**src/design/pidc_pkg.sv**
```systemverilog
// pidc_pkg: shared types and constants for the pid position controller
// used by pidc_serial_mult, pidc_serial_div and pid_position_controller
package pidc_pkg;

    localparam int FIELD_W   = 32;               // fixed width of every field and configuration register
    localparam int CFG_IDX_W = 2;                // four configuration registers

    // serial multiplier: 33-bit signed operands so unsigned dt fits as well
    localparam int MUL_W     = FIELD_W + 1;
    localparam int PROD_W    = 2 * MUL_W;
    localparam int MUL_CNT_W = $clog2(MUL_W);

    // serial divider: |e - e_prev| * 2^16 over dt
    localparam int NUM_W     = FIELD_W + 1 + 16;
    localparam int DIV_CNT_W = $clog2(NUM_W);

    // wide signed width used for all sums before saturation
    localparam int WIDE_W    = 52;

    localparam logic [CFG_IDX_W-1:0] CFG_KP = 2'd0;
    localparam logic [CFG_IDX_W-1:0] CFG_KI = 2'd1;
    localparam logic [CFG_IDX_W-1:0] CFG_KD = 2'd2;
    localparam logic [CFG_IDX_W-1:0] CFG_DT = 2'd3;

    typedef enum logic [3:0] {
        ST_IDLE,
        ST_INC_GO,
        ST_INC_WAIT,
        ST_DIV_GO,
        ST_DIV_WAIT,
        ST_P_GO,
        ST_P_WAIT,
        ST_I_GO,
        ST_I_WAIT,
        ST_D_GO,
        ST_D_WAIT,
        ST_FINISH
    } state_t;

endpackage

```
**src/design/pidc_serial_mult.sv**
```systemverilog
// pidc_serial_mult: bit-serial signed shift-add multiplier, one multiplier bit per cycle
// depends on pidc_pkg
module pidc_serial_mult
    import pidc_pkg::*;
(
    input  logic                     aclk,
    input  logic                     aresetn,
    input  logic                     start,
    input  logic signed [MUL_W-1:0]  op_a,
    input  logic signed [MUL_W-1:0]  op_b,
    output logic                     done,
    output logic signed [PROD_W-1:0] product
);

    logic signed [PROD_W-1:0] mcand_reg;
    logic        [MUL_W-1:0]  mplier_reg;
    logic signed [PROD_W-1:0] acc_reg;
    logic [MUL_CNT_W-1:0]     cnt_reg;
    logic                     busy_reg;
    logic                     done_reg;

    always_ff @(posedge aclk) begin
        if (!aresetn) begin
            busy_reg <= 1'b0;
            done_reg <= 1'b0;
            cnt_reg  <= '0;
        end else begin
            done_reg <= 1'b0;
            if (start) begin
                busy_reg <= 1'b1;
                cnt_reg  <= '0;
            end else if (busy_reg) begin
                cnt_reg <= cnt_reg + 1'b1;
                if (cnt_reg == MUL_CNT_W'(MUL_W - 1)) begin
                    busy_reg <= 1'b0;
                    done_reg <= 1'b1;
                end
            end
        end
    end

    // the top multiplier bit carries negative weight, so it subtracts
    always_ff @(posedge aclk) begin
        if (start) begin
            mcand_reg  <= {{(PROD_W - MUL_W){op_a[MUL_W-1]}}, op_a};
            mplier_reg <= op_b;
            acc_reg    <= '0;
        end else if (busy_reg) begin
            if (mplier_reg[0]) begin
                if (cnt_reg == MUL_CNT_W'(MUL_W - 1)) begin
                    acc_reg <= acc_reg - mcand_reg;
                end else begin
                    acc_reg <= acc_reg + mcand_reg;
                end
            end
            mcand_reg  <= mcand_reg <<< 1;
            mplier_reg <= mplier_reg >> 1;
        end
    end

    assign done    = done_reg;
    assign product = acc_reg;

endmodule

```
**src/design/pidc_serial_div.sv**
```systemverilog
// pidc_serial_div: restoring unsigned divider, one quotient bit per cycle
// depends on pidc_pkg
module pidc_serial_div
    import pidc_pkg::*;
(
    input  logic               aclk,
    input  logic               aresetn,
    input  logic               start,
    input  logic [NUM_W-1:0]   numerator,
    input  logic [FIELD_W-1:0] denominator,
    output logic               done,
    output logic [NUM_W-1:0]   quotient
);

    logic [NUM_W-1:0]     num_reg;   // numerator bits out at the top, quotient bits in at the bottom
    logic [FIELD_W-1:0]   den_reg;
    logic [FIELD_W-1:0]   rem_reg;
    logic [DIV_CNT_W-1:0] cnt_reg;
    logic                 busy_reg;
    logic                 done_reg;
    logic [FIELD_W:0]     trial;
    logic                 fits;

    assign trial = {rem_reg, num_reg[NUM_W-1]};
    assign fits  = (trial >= {1'b0, den_reg});

    always_ff @(posedge aclk) begin
        if (!aresetn) begin
            busy_reg <= 1'b0;
            done_reg <= 1'b0;
            cnt_reg  <= '0;
        end else begin
            done_reg <= 1'b0;
            if (start) begin
                busy_reg <= 1'b1;
                cnt_reg  <= '0;
            end else if (busy_reg) begin
                cnt_reg <= cnt_reg + 1'b1;
                if (cnt_reg == DIV_CNT_W'(NUM_W - 1)) begin
                    busy_reg <= 1'b0;
                    done_reg <= 1'b1;
                end
            end
        end
    end

    always_ff @(posedge aclk) begin
        if (start) begin
            num_reg <= numerator;
            den_reg <= denominator;
            rem_reg <= '0;
        end else if (busy_reg) begin
            if (fits) begin
                rem_reg <= FIELD_W'(trial - {1'b0, den_reg});
            end else begin
                rem_reg <= trial[FIELD_W-1:0];
            end
            num_reg <= {num_reg[NUM_W-2:0], fits};
        end
    end

    assign done     = done_reg;
    assign quotient = num_reg;

endmodule

```
**src/design/pid_position_controller.sv**
```systemverilog
// pid_position_controller: Q16.16 PID position controller, top level
// depends on pidc_pkg, pidc_serial_mult and pidc_serial_div
//
// An initialise item (mode 1) loads the previous error with the setpoint, clears the
// integral and gives no result. A compute item (mode 0) gives one result, and the next
// item is taken only after that result has gone to the output register: four products
// through one bit-serial multiplier (e*dt, kp*e, ki*integral, kd*derivative) and the
// derivative quotient through a bit-serial divider, all one after the other, plus a
// step to start and one to hand the result over. A stalled output holds the hand-over
// step until the output register is free.
// A finished result waits in the output register while the next item is taken in.
// WORD_WIDTH sets the saturation range of every word, between 16 and 32 bits.
module pid_position_controller
    import pidc_pkg::*;
#(
    parameter int WORD_WIDTH = 32
) (
    input  logic                 aclk,
    input  logic                 aresetn,
    input  logic                 cfg_we,
    input  logic [CFG_IDX_W-1:0] cfg_index,
    input  logic [FIELD_W-1:0]   cfg_wdata,
    input  logic                 s_valid,
    output logic                 s_ready,
    input  logic                 s_mode,
    input  logic signed [31:0]   s_target_angle,
    input  logic signed [31:0]   s_measured_angle,
    output logic                 m_valid,
    input  logic                 m_ready,
    output logic signed [31:0]   m_command,
    output logic signed [31:0]   m_error_value
);

    localparam int SAT_W = (WORD_WIDTH > 32) ? 32 : ((WORD_WIDTH < 16) ? 16 : WORD_WIDTH);
    localparam logic signed [WIDE_W-1:0] SAT_MAX = (52'sd1 <<< (SAT_W - 1)) - 52'sd1;
    localparam logic signed [WIDE_W-1:0] SAT_MIN = -SAT_MAX - 52'sd1;

    function automatic logic [31:0] sat_word(input logic signed [WIDE_W-1:0] v);
        logic signed [WIDE_W-1:0] r;
        r = v;
        if (v > SAT_MAX) begin
            r = SAT_MAX;
        end else if (v < SAT_MIN) begin
            r = SAT_MIN;
        end
        return r[31:0];
    endfunction

    state_t state_reg, state_next;

    logic signed [31:0]        kp_reg, ki_reg, kd_reg;
    logic        [31:0]        dt_reg;
    logic        [31:0]        dt_eff;
    logic signed [31:0]        prev_err_reg, integ_reg;
    logic signed [31:0]        err_reg, deriv_reg;
    logic signed [WIDE_W-1:0]  sum_reg;
    logic                      deriv_neg_reg;
    logic                      m_valid_reg;
    logic signed [31:0]        m_command_reg, m_error_reg;

    logic                      accept;
    logic                      out_free;
    logic                      mul_start, mul_done;
    logic signed [MUL_W-1:0]   mul_a, mul_b;
    logic signed [PROD_W-1:0]  product;
    logic signed [WIDE_W-1:0]  prod_floor;
    logic                      div_start, div_done;
    logic [NUM_W-1:0]          div_num, quotient;
    logic signed [32:0]        err_diff, deriv_diff;
    logic        [32:0]        deriv_mag;
    logic signed [WIDE_W-1:0]  quo_signed;

    assign dt_eff   = (dt_reg == 32'd0) ? 32'd1 : dt_reg;
    assign s_ready  = (state_reg == ST_IDLE);
    assign accept   = s_valid && s_ready;
    assign out_free = !m_valid_reg || m_ready;

    // configuration
    always_ff @(posedge aclk) begin
        if (!aresetn) begin
            kp_reg <= '0;
            ki_reg <= '0;
            kd_reg <= '0;
            dt_reg <= 32'd65536;
        end else if (cfg_we) begin
            unique case (cfg_index)
                CFG_KP:  kp_reg <= cfg_wdata;
                CFG_KI:  ki_reg <= cfg_wdata;
                CFG_KD:  kd_reg <= cfg_wdata;
                CFG_DT:  dt_reg <= cfg_wdata;
                default: ;
            endcase
        end
    end

    always_ff @(posedge aclk) begin
        if (!aresetn) begin
            state_reg <= ST_IDLE;
        end else begin
            state_reg <= state_next;
        end
    end

    always_comb begin
        state_next = state_reg;
        mul_start  = 1'b0;
        div_start  = 1'b0;
        mul_a      = {err_reg[31], err_reg};
        mul_b      = {1'b0, dt_eff};
        unique case (state_reg)
            ST_IDLE: begin
                if (accept && !s_mode) begin
                    state_next = ST_INC_GO;
                end
            end
            ST_INC_GO: begin
                mul_start  = 1'b1;
                state_next = ST_INC_WAIT;
            end
            ST_INC_WAIT: begin
                if (mul_done) begin
                    state_next = ST_DIV_GO;
                end
            end
            ST_DIV_GO: begin
                div_start  = 1'b1;
                state_next = ST_DIV_WAIT;
            end
            ST_DIV_WAIT: begin
                if (div_done) begin
                    state_next = ST_P_GO;
                end
            end
            ST_P_GO: begin
                mul_b      = {kp_reg[31], kp_reg};
                mul_start  = 1'b1;
                state_next = ST_P_WAIT;
            end
            ST_P_WAIT: begin
                if (mul_done) begin
                    state_next = ST_I_GO;
                end
            end
            ST_I_GO: begin
                mul_a      = {integ_reg[31], integ_reg};
                mul_b      = {ki_reg[31], ki_reg};
                mul_start  = 1'b1;
                state_next = ST_I_WAIT;
            end
            ST_I_WAIT: begin
                if (mul_done) begin
                    state_next = ST_D_GO;
                end
            end
            ST_D_GO: begin
                mul_a      = {deriv_reg[31], deriv_reg};
                mul_b      = {kd_reg[31], kd_reg};
                mul_start  = 1'b1;
                state_next = ST_D_WAIT;
            end
            ST_D_WAIT: begin
                if (mul_done) begin
                    state_next = ST_FINISH;
                end
            end
            ST_FINISH: begin
                if (out_free) begin
                    state_next = ST_IDLE;
                end
            end
            default: state_next = ST_IDLE;
        endcase
    end

    pidc_serial_mult u_mult (
        .aclk    (aclk),
        .aresetn (aresetn),
        .start   (mul_start),
        .op_a    (mul_a),
        .op_b    (mul_b),
        .done    (mul_done),
        .product (product)
    );

    pidc_serial_div u_div (
        .aclk        (aclk),
        .aresetn     (aresetn),
        .start       (div_start),
        .numerator   (div_num),
        .denominator (dt_eff),
        .done        (div_done),
        .quotient    (quotient)
    );

    // floor of product / 2^16 is an arithmetic shift
    assign prod_floor = {{(WIDE_W - (PROD_W - 16)){product[PROD_W-1]}}, product[PROD_W-1:16]};

    assign err_diff   = {s_target_angle[31], s_target_angle}
                      - {s_measured_angle[31], s_measured_angle};
    assign deriv_diff = {err_reg[31], err_reg} - {prev_err_reg[31], prev_err_reg};
    assign deriv_mag  = deriv_diff[32] ? 33'(-deriv_diff) : deriv_diff;
    assign div_num    = {deriv_mag, 16'd0};
    // quotient truncated toward zero: divide magnitudes, then restore the sign
    assign quo_signed = deriv_neg_reg ? -$signed({3'b000, quotient})
                                      :  $signed({3'b000, quotient});

    always_ff @(posedge aclk) begin
        if (!aresetn) begin
            prev_err_reg <= '0;
            integ_reg    <= '0;
        end else begin
            if (state_reg == ST_IDLE && accept && s_mode) begin
                prev_err_reg <= sat_word({{(WIDE_W - 32){s_target_angle[31]}}, s_target_angle});
                integ_reg    <= '0;
            end
            if (state_reg == ST_INC_WAIT && mul_done) begin
                integ_reg <= sat_word({{(WIDE_W - 32){integ_reg[31]}}, integ_reg} + prod_floor);
            end
            if (state_reg == ST_FINISH && out_free) begin
                prev_err_reg <= err_reg;
            end
        end
    end

    always_ff @(posedge aclk) begin
        if (accept && !s_mode) begin
            err_reg <= sat_word({{(WIDE_W - 33){err_diff[32]}}, err_diff});
        end
        if (state_reg == ST_DIV_GO) begin
            deriv_neg_reg <= deriv_diff[32];
        end
        if (state_reg == ST_DIV_WAIT && div_done) begin
            deriv_reg <= sat_word(quo_signed);
            sum_reg   <= '0;
        end
        if ((state_reg == ST_P_WAIT || state_reg == ST_I_WAIT || state_reg == ST_D_WAIT)
                && mul_done) begin
            sum_reg <= sum_reg + prod_floor;
        end
    end

    // output register
    always_ff @(posedge aclk) begin
        if (!aresetn) begin
            m_valid_reg <= 1'b0;
        end else if (state_reg == ST_FINISH && out_free) begin
            m_valid_reg <= 1'b1;
        end else if (m_ready) begin
            m_valid_reg <= 1'b0;
        end
    end

    always_ff @(posedge aclk) begin
        if (state_reg == ST_FINISH && out_free) begin
            m_command_reg <= sat_word(sum_reg);
            m_error_reg   <= err_reg;
        end
    end

    assign m_valid       = m_valid_reg;
    assign m_command     = m_command_reg;
    assign m_error_value = m_error_reg;

endmodule

```
**config.mk**
```make
export PLATFORM = sky130hd
export DESIGN_NAME = pid_position_controller
export DESIGN_NICKNAME = d
export VERILOG_FILES = /design/src/design/pidc_pkg.sv /design/src/design/pidc_serial_mult.sv /design/src/design/pidc_serial_div.sv /design/src/design/pid_position_controller.sv
export SDC_FILE = /design/constraint.sdc
export NUM_CORES = 2
export LEC_CHECK = 0
export BUFFER_PORTS_ARGS = -buffer_cell sky130_fd_sc_hd__buf_2
export CAP_MARGIN = 20
export CORE_UTILIZATION = 64
export CTS_CLUSTER_DIAMETER = 120
export DETAILED_ROUTE_END_ITERATION = 10
export HOLD_SLACK_MARGIN = 0.03
export PLACE_DENSITY = 0.83
export SLEW_MARGIN = 20
export SYNTH_ARGS = -nofsm -noshare
export SYNTH_HDL_FRONTEND = slang
export SYNTH_HIERARCHICAL = 1
export SYNTH_SLANG_ARGS = --single-unit
```
**constraint.sdc**
```tcl
create_clock -name aclk -period 5.52 [get_ports aclk]
set_clock_uncertainty 0.05 [all_clocks]
set_input_delay 1.104 -clock aclk [delete_from_list [all_inputs] [get_ports aclk]]
set_output_delay 1.104 -clock aclk [all_outputs]
set_load 0.05 [all_outputs]
```
# ---- Word level (Yosys, flattened, before mapping)
# Cells that the tools add are included.
dict set report totals {
  reg_bits 672
  inputBits 104
  output_inout_bits 66
  elab_cells 154
}
dict set report op_classes {
  n_addsub 11
  order_cmp 11
  eq_ne 23
  mux 46
  n_bitwise 3
  n_reduce_logical 33
}
# operator count
set ops {}
lappend ops {{$mux 32} 13}
lappend ops {{$mux 66} 3}
lappend ops {{$mux 52} 3}
lappend ops {{$gt 52x32->1 const B} 2}
lappend ops {{$lt 52x32->1 const B} 2}
lappend ops {{$mux 33} 3}
lappend ops {{$pmux 33 s3} 1}
lappend ops {{$mux 49} 2}
lappend ops {{$add 66x66->66} 1}
lappend ops {{$pmux 33 s2} 1}
lappend ops {{$sub 32x32->33} 2}
lappend ops {{$sub 66x66->66} 1}
lappend ops {{$add 52x50->52} 1}
lappend ops {{$neg 49->52} 1}
lappend ops {{$add 32x50->51} 1}
lappend ops {{$gt 51x32->1 const B} 1}
lappend ops {{$lt 51x32->1 const B} 1}
lappend ops {{$pmux 4 s12} 1}
lappend ops {{$ge 33x32->1} 1}
lappend ops {{$gt 33x32->1 const B} 1}
lappend ops {{$lt 33x32->1 const B} 1}
lappend ops {{$neg 33->33} 1}
lappend ops {{$gt 32x32->1 const B} 1}
lappend ops {{$logic_not 32->1} 1}
lappend ops {{other kinds (26)} 81}

# ---- Logic depth before layout (Yosys ltp)
dict set report depth {
  ltp_word 6
  mapped_depth 24
}

# ---- Cells and area by module
# The synthesis kept the hierarchy.
# module instances cells_each area_per_inst_um2
set by_module_without_submodules {}
lappend by_module_without_submodules {pid_position_controller 1 3248 26583.0}
lappend by_module_without_submodules {pidc_serial_mult 1 1375 11977.7}
lappend by_module_without_submodules {pidc_serial_div 1 680 6957.9}

# ---- Worst setup path after synthesis
# Ideal clock, no wire load.
dict set report synth_path {
  kind {register to register}
  from {reg u_mult.mcand_reg[12]}
  to {reg u_mult.acc_reg[65] (netlist: u_mult/product[65])}
  setup_time_ns 0.121
  arrival_time_ns 4.805
  t_required_ns 5.349
  slack_ns 0.545
  stages_incl_launch_ff 24
  n_path_buf 2
  period_less_slack_ns 4.975
  cell_sequence {edfxtp_1 -> or4_1 -> or2_4 -> nor2_8 -> and3_1 -> buf_4 -> nand3_2 -> or3_4 -> nor4_4 -> nand2_2 -> o21ai_0 -> xnor2_1 -> ha_1 -> clkbuf_1 -> a21oi_1 -> nor2_1 -> a211o_1 -> a21o_1 -> a2111oi_0 -> nor3b_1 -> nor2_1 -> nand3_1 -> nand3_1 -> mux2_2}
}
dict set report synth_between {
  elab_chain_len 2
  word_cells_on_any_way 3
}
# item line
set synth_lines {}
lappend synth_lines {{from (decl)} pidc_serial_mult.sv:15} ;# logic signed [PROD_W-1:0] mcand_reg;
lappend synth_lines {{from (signal assigned)} pidc_serial_mult.sv:45} ;# mcand_reg <= {{(PROD_W - MUL_W){op_a[MUL_W-1]}}, op_a};
lappend synth_lines {{from (signal assigned)} pidc_serial_mult.sv:56} ;# mcand_reg <= mcand_reg <<< 1;
lappend synth_lines {{$add 66x66->66 / $sub 66x66->66 (equally long branches)} {pidc_serial_mult.sv:53, pidc_serial_mult.sv:51}}
lappend synth_lines {{$mux 66 *} pidc_serial_mult.sv:50} ;# if (cnt_reg == MUL_CNT_W'(MUL_W - 1)) begin
lappend synth_lines {{to (signal assigned)} pidc_serial_mult.sv:51} ;# acc_reg <= acc_reg - mcand_reg;
lappend synth_lines {{to (signal assigned)} pidc_serial_mult.sv:53} ;# acc_reg <= acc_reg + mcand_reg;
lappend synth_lines {{to (decl)} pidc_serial_mult.sv:17} ;# logic signed [PROD_W-1:0] acc_reg;
# Every way passes the cells marked *; elsewhere a longest branch is shown, timed or not.
# A chain may end at the register's enable or synchronous reset.

# ---- Worst setup path in the final report
dict set report layout_path {
  from {reg u_mult.mcand_reg[13]}
  to {reg u_mult.acc_reg[60] (netlist: u_mult/product[60])}
}
# The elaborated chain is that of the path after synthesis.

==> impl_results.md <==
- Status: complete, no violations
- Main synth FF type: edfxtp_1
- Hold endpoint: ki_reg[17]
- Dpl cell area: 46900 um2
- Synth top area share: 23.8%
- Min Tclk post-route: 5.27 ns
- Reg2Reg Setup Slack: 0.25 ns
- Finished Cell Area: 49400 um2
- Routed len/inst: 20.0 um
- Slowest stage delay, CP: 0.55 ns
- Die width: 269 um
- Routed wire length: 126000 um
- Max-Cap Viols: 0
- Most used cell, CP: xnor2_1
- TritonCTS Sinks: 672
- CP Max Fanout: 7
- Power per cell area: 497 nW/um2
- Clock Latency Late Sink: 0.65 ns
- Die height: 269 um
- Reg-to-reg startpoint: u_mult/mcand_reg[13]
- Final net count: 5692
- GPL Wtd Cong: 0.974
- CTS Buf Count: 71
- Synth Register Bits: 672
- Post-Synthesis Cells: 5303
- FP Rows: 97
- R2R cell count: 18
- Commonest non-fill, non-tap cell in the layout: nand2_1
- Fill cells: 5457
- Fin crit share: 95.5%
- Num ports: 170
- Worst slew margin: 25.5%
- Root Driver: clkbuf_16
- Vias: 40392
- Leakage: 19.6 nW
- Setup CP Type: reg -> reg
- 1st-pass router iterations: 9
- ANT nets after route: 0
- Longest Clk Path Bufs: 3
- Crit path arrival time: 5.69 ns
- Final slew viol count: 0
- Vias/cell: 6.40
- Fraction of layout cells with a size suffix above 1: 10.9%
- Dominant cell type by area after synthesis: edfxtp_1
- DRT iter0 DRCs: 4022
- Commonest non-fill, non-tap cells in the layout: nand2_1 (835), a21oi_1 (548), edfxtp_1 (361)
- CORE AREA: 70100 um2
- Hold path startpoint: ki_reg[17]
- Overall routing resource usage: 34.2%
- Final hold violation count: 0
- CP endpoint kind: flop
- Initial core utilization: 64.9%
- Slowest-stage cell, CP: or4_1
- CP Buf/Inv Count: 1
- Post-CTS Hold Buffers: 0
- Largest net degree at the start of global routing: 110
- CTS tree: done
- Sequential area share after synthesis: 37.5%
- Hold Crit Class: reg -> reg
- Placed cells: 6179
- CP cell instances: or4_1 > or2_4 > nor2_8 > and3_2 > nand3_2 > or3_4 > nor4_4 > buf_4 > nor2_1 > xnor2_1 > ha_1 > nand4_1 > or3_1 > a211oi_1 > o21ai_0 > nand2_1 > xnor2_1 > a21oi_1
- Total power: 24.5 mW
- Sum Neg Setup Slack: 0 ns
- Number of remaining DRC errors: 0
- Die area: 72200 um2
- Area grow syn2layout: 8.47%
- Crit Reg-Reg Endpoint: u_mult/product[60]
- Antenna violations before repair: 2
- Async S/R FF share, synth: 0%
- Vias in the first global route: 37111
- Syn_area_per_cell: 8.58 um2
- PortBufs: 169
- Yosys cell types: 110
- Req. time, crit path: 5.94 ns
- Global-route wire length before repair: 198000 um
- H-tree depth: 3
- Yosys Warn Count: 6
- Peak supply drop: 0.299 mV
- Hold path depth: 2
- CP Launch Type: flop
- Cell Area, Synth: 45500 um2
- Final Instance Count excl. Fillers: 6313
- Final setup violating endpoints: 0
- Post-DP HPWL: 91500 um
- Clk slew on worst S/H paths: 0.07 ns
- Slew of the pin with the lowest slew margin: 1.12 ns
- GR Overflow Total: 0
- Max Freq: 190 MHz
- Synth area leaders: edfxtp_1 (24%), dfxtp_1 (14%), ha_1 (7.4%)
- Delay-heaviest family, CP: simple AND/OR/NAND/NOR gates
- EDFF count, synth: 361
metal layers:
metal  GRT usage (%)  part of all wire (%)
met1            46.1                    42
met2            56.4                    46
met3            4.29                   8.3
met4            12.5                   3.7
met5               0                     0
kinds of logic (layout without fill, tap and decap cells):
group / after synthesis / in the layout / share of synthesized area [%]
adders and majority gates: 284 / 284 / 7.86
xor gates and xnor gates: 367 / 367 / 7.06
other: 1 / 17 / 0.00824
AOI/OAI and AO/OA: 1520 / 1520 / 21.4
muxes: 155 / 155 / 3.71
and+or+nand+nor: 1765 / 1765 / 17.8
DFF: 672 / 672 / 37.5
buffers and inverters: 539 / 593 / 4.69
Yosys cell counts (all sizes together) (42+ instances only):
master	n
o31ai	44
clkbuf	259
mux2i	45
xor2	154
dfxtp	311
nand4	74
nor2	350
o21bai	46
a21oi	550
nor4	42
a31oi	53
nand3	115
o21ai	301
a211oi	66
buf	53
a22oi	46
inv	226
a21o	115
xnor2	213
ha	269
mux2	110
a311oi	50
or3	45
edfxtp	361
nand2	850
nor3	83
through the flow:
stage	utilization (%)	hold WS, ns	setup WS [ns]
5_1_grt	70.4	0.415	-0.0135
3_3_place_gp	66.9	0.391	0.355
2_1_floorplan	-	0.386	0.545
3_5_place_dp	66.9	0.396	0.220
4_1_cts	70.3	0.405	0.176
6_report	70.4	0.403	0.249
report_power, final:
| group | internal, mW | leakage [nW] | switching (mW) |
|---|---|---|---|
| combinational | 4.85 | 12.6 | 7.23 |
| clock | 2.71 | 1.16 | 2.14 |
| sequential | 6.57 | 5.82 | 1.04 |
worst max path at each step:
stage	to	depth (start not counted)	startpoint
after floorplan	u_mult/product[65]	23	u_mult/mcand_reg[12]
after global placement	u_mult/product[65]	19	u_mult/mcand_reg[12]
after detailed placement	u_mult/product[65]	20	u_mult/mcand_reg[15]
after CTS	u_mult/product[65]	20	u_mult/mcand_reg[18]
after global routing	u_mult/product[65]	20	u_mult/mcand_reg[13]
final	u_mult/product[60]	18	u_mult/mcand_reg[13]
worst min-delay path, delay by kind of cell (launching register included):
kind,cells,cell delay [ns]
compound gates,1,0.05
flops,1,0.31
simple gates,1,0.05
repair_timing:
item                       in CTS  in global routing
setup buffers                   0                  0
hold endpoints to repair        0                  0
resized for setup               0                 15
setup endpoints to repair       0                  6
layout make-up:
| class | count | area (um2) | share of cell area, % |
|---|---|---|---|
| Clock inverter | 33 | 392 | 0.793 |
| Timing Repair Buffer | 234 | 1350 | 2.73 |
| Antenna cell | 1 | 2.50 | 0.00507 |
| Inverter | 227 | 857 | 1.74 |
| Tap cell | 940 | 1180 | 2.38 |
| Multi-Input combinational cell | 4107 | 26500 | 53.8 |
| Clock buffer | 99 | 1980 | 4.02 |
| Sequential cell | 672 | 17100 | 34.6 |
Power figures use the tool's default switching activity.
